==> src/rtl/tksk_pkg.sv <==
// tksk_pkg: sizes, codes and shared types of the top-k similarity keeper
// used by tksk_cell and top_k_similarity_keeper_unit; depends on nothing

package tksk_pkg;

	// store depth and field widths
	localparam int CAPACITY = 32;
	localparam int SCORE_W  = 17;
	localparam int ID_W     = 24;
	localparam int KEEP_W   = 6;
	localparam int CNT_W    = $clog2(CAPACITY + 1);
	localparam int CMP_W    = (CNT_W > KEEP_W) ? CNT_W : KEEP_W;

	// configuration register indexes
	localparam int CFG_IDX_W = 1;
	localparam logic [CFG_IDX_W-1:0] REG_KEEP_COUNT     = 1'b0;
	localparam logic [CFG_IDX_W-1:0] REG_MIN_SIMILARITY = 1'b1;

	// register reset values
	localparam logic [KEEP_W-1:0]  KEEP_COUNT_RST     = KEEP_W'(20);
	localparam logic [SCORE_W-1:0] MIN_SIMILARITY_RST = SCORE_W'(1);

	// input commands and result kinds
	localparam logic CMD_ADD     = 1'b0;
	localparam logic CMD_FLUSH   = 1'b1;
	localparam logic KIND_REPORT = 1'b0;
	localparam logic KIND_ENTRY  = 1'b1;

	// operation that every cell applies to its slot
	typedef enum logic [1:0] {
		OP_HOLD      = 2'd0,
		OP_INSERT    = 2'd1,
		OP_INS_EVICT = 2'd2,
		OP_SHIFT_UP  = 2'd3
	} cell_op_t;

	// one stored candidate
	typedef struct packed {
		logic [SCORE_W-1:0] score;
		logic [ID_W-1:0]    id;
	} entry_t;

	// control broadcast to the whole chain
	typedef struct packed {
		cell_op_t op;
		entry_t   item;
	} cell_ctl_t;

endpackage

==> src/rtl/tksk_cell.sv <==
// tksk_cell: one slot of the sorted candidate chain
// holds one entry, trades it with its neighbors; depends on tksk_pkg

module tksk_cell import tksk_pkg::*; (
	input  logic      clk,
	input  cell_ctl_t ctl,
	input  logic      live,
	input  entry_t    lo,
	input  logic      lo_h,
	input  entry_t    hi,
	input  logic      hi_h,
	output entry_t    cur,
	output logic      h
);

	entry_t slot_q;
	entry_t slot_d;

	// empty slot or stored score above the new one
	assign h   = !live || (slot_q.score > ctl.item.score);
	assign cur = slot_q;

	// next slot content from the chain operation
	always_comb begin
		unique case (ctl.op)
			OP_INSERT:    slot_d = lo_h ? lo : (h ? ctl.item : slot_q);
			OP_INS_EVICT: slot_d = h ? slot_q : (hi_h ? ctl.item : hi);
			OP_SHIFT_UP:  slot_d = lo;
			default:      slot_d = slot_q;
		endcase
	end

	always_ff @(posedge clk) begin
		slot_q <= slot_d;
	end

endmodule

==> config.mk <==
export PLATFORM = sky130hd
export DESIGN_NAME = tksk_cell
export DESIGN_NICKNAME = d
export VERILOG_FILES = /design/src/rtl/tksk_pkg.sv /design/src/rtl/tksk_cell.sv
export SDC_FILE = /design/constraint.sdc
export NUM_CORES = 1
export LEC_CHECK = 0
export BUFFER_PORTS_ARGS = -buffer_cell sky130_fd_sc_hd__buf_2
export CORE_AREA = 2 2 79 81
export CTS_BUF_LIST = sky130_fd_sc_hd__clkbuf_4
export CTS_CLUSTER_SIZE = 14
export DETAILED_ROUTE_END_ITERATION = 6
export DIE_AREA = 0 0 81 83
export PLACE_DENSITY = 0.81
export RECOVER_POWER = 50
export SYNTH_ARGS = -nofsm -noshare
export SYNTH_HDL_FRONTEND = slang
export SYNTH_SLANG_ARGS = --single-unit
==> constraint.sdc <==
create_clock -name clk -period 3.46 [get_ports clk]
set_input_delay 0 -clock clk [delete_from_list [all_inputs] [get_ports clk]]
set_output_delay 0 -clock clk [all_outputs]
set_load 0.02 [all_outputs]
Word level (Yosys, flattened, before mapping)
Cells that the tools add are included.
{ "word_totals": {"regBits": 41, "out_inout_bits": 42} }
{ "classes": {"n_lt_le_gt_ge": 1, "n_eq_ne": 5, "muxes": 5, "reduce_logical": 4} }
{ "op_table": {"columns": ["cell", "n"], "rows": [
  ["41-bit two-way mux", 4],
  ["41-bit one-hot mux with 3 select lines", 1],
  ["17-bit > comparator", 1],
  ["2-bit == test (second input constant)", 2],
  ["3-bit inequality test (second input constant)", 1],
  ["3-bit AND reduction", 1],
  ["3-bit nonzero test", 1],
  ["2-bit by 1-bit == test with 1-bit output (second input constant)", 1],
  ["2-bit inequality test (second input constant)", 1],
  ["1-bit logical NOT", 1],
  ["1-bit logical OR", 1]
]} }

Logic depth before layout (Yosys ltp)
{ "logic_depth": {"depth_word": 5, "ltp_mapped": 8, "mapped_depth_nobuf": 8} }

Least setup slack after synthesis
No wires, ideal clock.
{ "synth_timing": {"path_type": "reg2reg", "start": "register slot_q (netlist bit cur[36])", "end": "register slot_q (netlist bit cur[0]) (enable)", "setup_ps": 401, "arrival_ps": 2682, "required_ps": 3059, "setup_slack_ps": 377, "path_stages_with_launch": 8, "period_less_slack_ps": 3083, "cell_sequence": "edfxtp_1 ha_1 and3_1 a22o_1 o21ai_1 nand3_1 o21ai_0 a31o_1"} }
{ "synth_between": {"elab_chain_len": 4, "elab_cells_between_ends": 5} }
{ "synth_lines": {"columns": ["item", "line_no", "text"], "rows": [
  ["start, declared", "tksk_cell.sv:16", "entry_t slot_q;"],
  ["start signal, assigned", "tksk_cell.sv:34", "slot_q <= slot_d;"],
  ["17-bit > comparator *", "tksk_cell.sv:20", "assign h = !live || (slot_q.score > ctl.item.score);"],
  ["1-bit logical OR *", "tksk_cell.sv:20", null],
  ["3-bit inequality test (no source line) / 2-bit inequality test (equally long branches)", null, null],
  ["3-bit AND reduction (no source line) *", null, null]
]} }
Every way passes the cells marked *; elsewhere a longest branch is shown, timed or not.
A chain may end at the register's enable or synchronous reset.

Worst setup path after layout
{ "layout_timing": {"start": "register slot_q (netlist bit cur[36])", "end": "register slot_q (netlist bit cur[8]) (enable)"} }
The elaborated chain is that of the path after synthesis.

==> results.yml <==
run_status:
  run_status: "finished with violations"
  violations: "DRC"
cells_and_area:
  multiInputGateArea_um2: 942.2
  fillers: 447
  area_growth_pct: 68.12
  largest_register_ff_count: 41
  diodes: 0
  nets: 606
  seqCellArea_um2: 1231
  drive_gt1_frac: 0.3109
placement:
  post-place-ws_ns: 0.7939
  portBuffers: 170
  dp_hpwl_um: 5845
  place.gp.congestion: 0.7913
route:
  via_per_inst: 5.355
  drt_iter0_drc: 263
  via_count: 2865
  drtPass1Iterations: 7
  wl_per_cell_um: 17.51
  drc: 16
  totalWireLength_um: 9368
  final_antenna_net_count: 0
global_route:
  grt_remaining_overflow: 0
  met1_usage: 0.2834
  grt_max_degree: 39
  gr-usage-all-layers: 0.2801
  grt_use_met2: 0.5259
  grt_util_met3: 0.07717
  top_usage_layer: "met2"
  grt_antenna_before_repair: 0
  grt_pass1_vias: 2973
  grt_pass1_wl_um: 14260
clock_network:
  cts_max_level: 2
  cts_resized: 0
  post_cts_buffers: 0
  cts_hold_buf: 76
  clock_path_buffers: 2
  clk_latency_ns: 0.36
  tritoncts: "built"
  cts_sinks: 41
  numCtsBuffers: 5
  cts_root_buf: "clkbuf_4"
  clk_pin_slew_ns: 0.12
worst_setup_path:
  path_class: "register to register"
  reg2reg_depth: 8
  endpoint: "cur[8]"
  rrSetupSlack_ns: 0.78
  worstPathArrival_ns: 2.73
  worstReg2RegEnd: "cur[8]"
  r2r-start: "cur[36]"
  path_cells: "ha_1 > and3_1 > a22o_1 > o21ai_1 > nand3_1 > o21ai_0 > a31o_2 > buf_4"
  max_stage_delay_ns: 0.41
  critPathRequiredTime_ns: 3.51
  cp-start-kind: "register"
  crit_fanout: 16
  startpoint: "cur[36]"
  critPathSlowestCell: "edfxtp_1"
  end_kind: "register"
timing:
  rsz0062_at_grt: "false"
  finalSetupViolations: 0
  final_max_slew_viol_count: 0
  slew_headroom: 0.1048
  fmaxAchievable_ghz: 0.3735
  min_period_over_period: 0.7739
  finalHoldViolCount: 0
  tns_ns: 0
  tightest_slew_ns: 1.343
  skew_ns: 0.01277
  setup_slack_ns: 0.7824
  min_period_ns: 2.678
logic_synthesis:
  syn_nets: 365
  synth_async_sr_flop_share: 0
  synth_edf_count: 41
  ys_types: 30
  ys_seq_area_frac: 0.5036
  ys_ff_latch: 41
  synth.avg_cell_area_um2: 11.16
  netlist_area_um2: 2445
  synth_flop_cell: "edfxtp_1"
  syn_inst: 219
  synth-warning-count: 0
die:
  dieWidth_um: 81
  rows: 28
  initial_core_util: 0.4204
  io_pins: 171
  fp.dieH_um: 83
  design.die.area_um2: 6723
  fp.coreArea_um2: 5816
worst_hold_path:
  min_from: "ctl[2]"
  hold_class: "primary input to register"
power:
  leakagePower_nw: 1.991
  ir_drop_v: 0.0002064
  powerDensity_nw_per_um2: 342.5
job:
  drv_cap: 0
-- stage by stage --
stage	cells	util	hold WS, ns	total power, mW	area [µm²]
CTS	535	0.7160	0.06222	1.411	4164
global placement	452	0.5768	0.2820	1.067	3354
global route	535	0.7068	0.04125	1.483	4110
finish	535	0.7068	0.07858	1.408	4110
floorplan	219	-	0.1166	0.9009	2445
detailed placement	452	0.5768	0.2875	1.084	3354
-- cell families after synthesis --
logic type	after synthesis	synth area share
buffers and inverters	71	0.1146
AOI/OAI and AO/OA	62	0.2155
DFF	41	0.5036
and+or+nand+nor	21	0.05016
adders and majority gates	17	0.08700
muxes	7	0.02917
-- routing by layer --
layer  routed length (µm)  share of wire  vias to the layer above
met5                    0              0                        -
met2                 5037           0.54                      168
met1                 3230           0.34                     1345
met3                  850          0.091                       22
li1                     -              -                     1330
met4                  250          0.027                        0
-- layout by cell type (no fill, tap or decap), drive strengths merged --
cell / n
and3: 1
inv: 55
a222oi: 38
nor2b: 1
and4: 2
nand3: 2
a21oi: 4
clkbuf: 49
nand3b: 1
clkinv: 1
o31a: 1
or2b: 1
a41oi: 1
dlygate4sd3: 76
o21ai: 11
a21o: 2
mux2i: 6
a31o: 1
ha: 17
a31oi: 1
mux2: 1
buf: 131
nand4: 1
o21a: 1
a22o: 1
edfxtp: 41
nand2: 10
nor3b: 1
or3: 1
o21bai: 1
-- worst min path at each step --
| stage | cells after the start | end | slack, ns |
|---|---|---|---|
| after floorplan | 1 | h | 0.12 |
| final | 3 | cur[2] | 0.08 |
| after CTS | 3 | cur[2] | 0.06 |
| after detailed placement | 3 | cur[0] | 0.29 |
| after global routing | 3 | cur[2] | 0.04 |
| after global placement | 3 | cur[12] | 0.28 |
-- synthesized netlist by cell type (all sizes together), types with 2 or more instances --
master | instances | area share
o21ai | 11 | 0.023
ha | 17 | 0.087
clkbuf | 5 | 0.0077
nand2 | 10 | 0.015
a21o | 2 | 0.0061
and4 | 2 | 0.0082
inv | 55 | 0.084
mux2i | 6 | 0.025
buf | 11 | 0.023
a222oi | 38 | 0.16
nand3 | 2 | 0.0041
a21oi | 4 | 0.0082
edfxtp | 41 | 0.50
-- power breakdown --
group,internal (mW),switching (mW),leakage [nW]
Clock,0.0818,0.154,0.0292
Combinational,0.241,0.281,1.55
Sequential,0.627,0.0232,0.409
Total,0.950,0.458,1.99
-- critical path, delay by kind of cell, from the launching register on --
| family | cells | cell delay, ns |
|---|---|---|
| compound gates | 4 | 1.02 |
| fa+ha+maj | 1 | 0.30 |
| buf+inv | 1 | 0.31 |
| flops | 1 | 0.41 |
| simple gates | 2 | 0.34 |
-- cell type report --
type / count / area share
clock buffer: 6 / 0.01096
clock inverter: 1 / 0.0009132
inverter: 55 / 0.05023
multi-input combinational: 107 / 0.2292
sequential: 41 / 0.2995
tap: 75 / 0.02283
timing repair buffer: 250 / 0.3863
(Power assumes the default switching activity.)
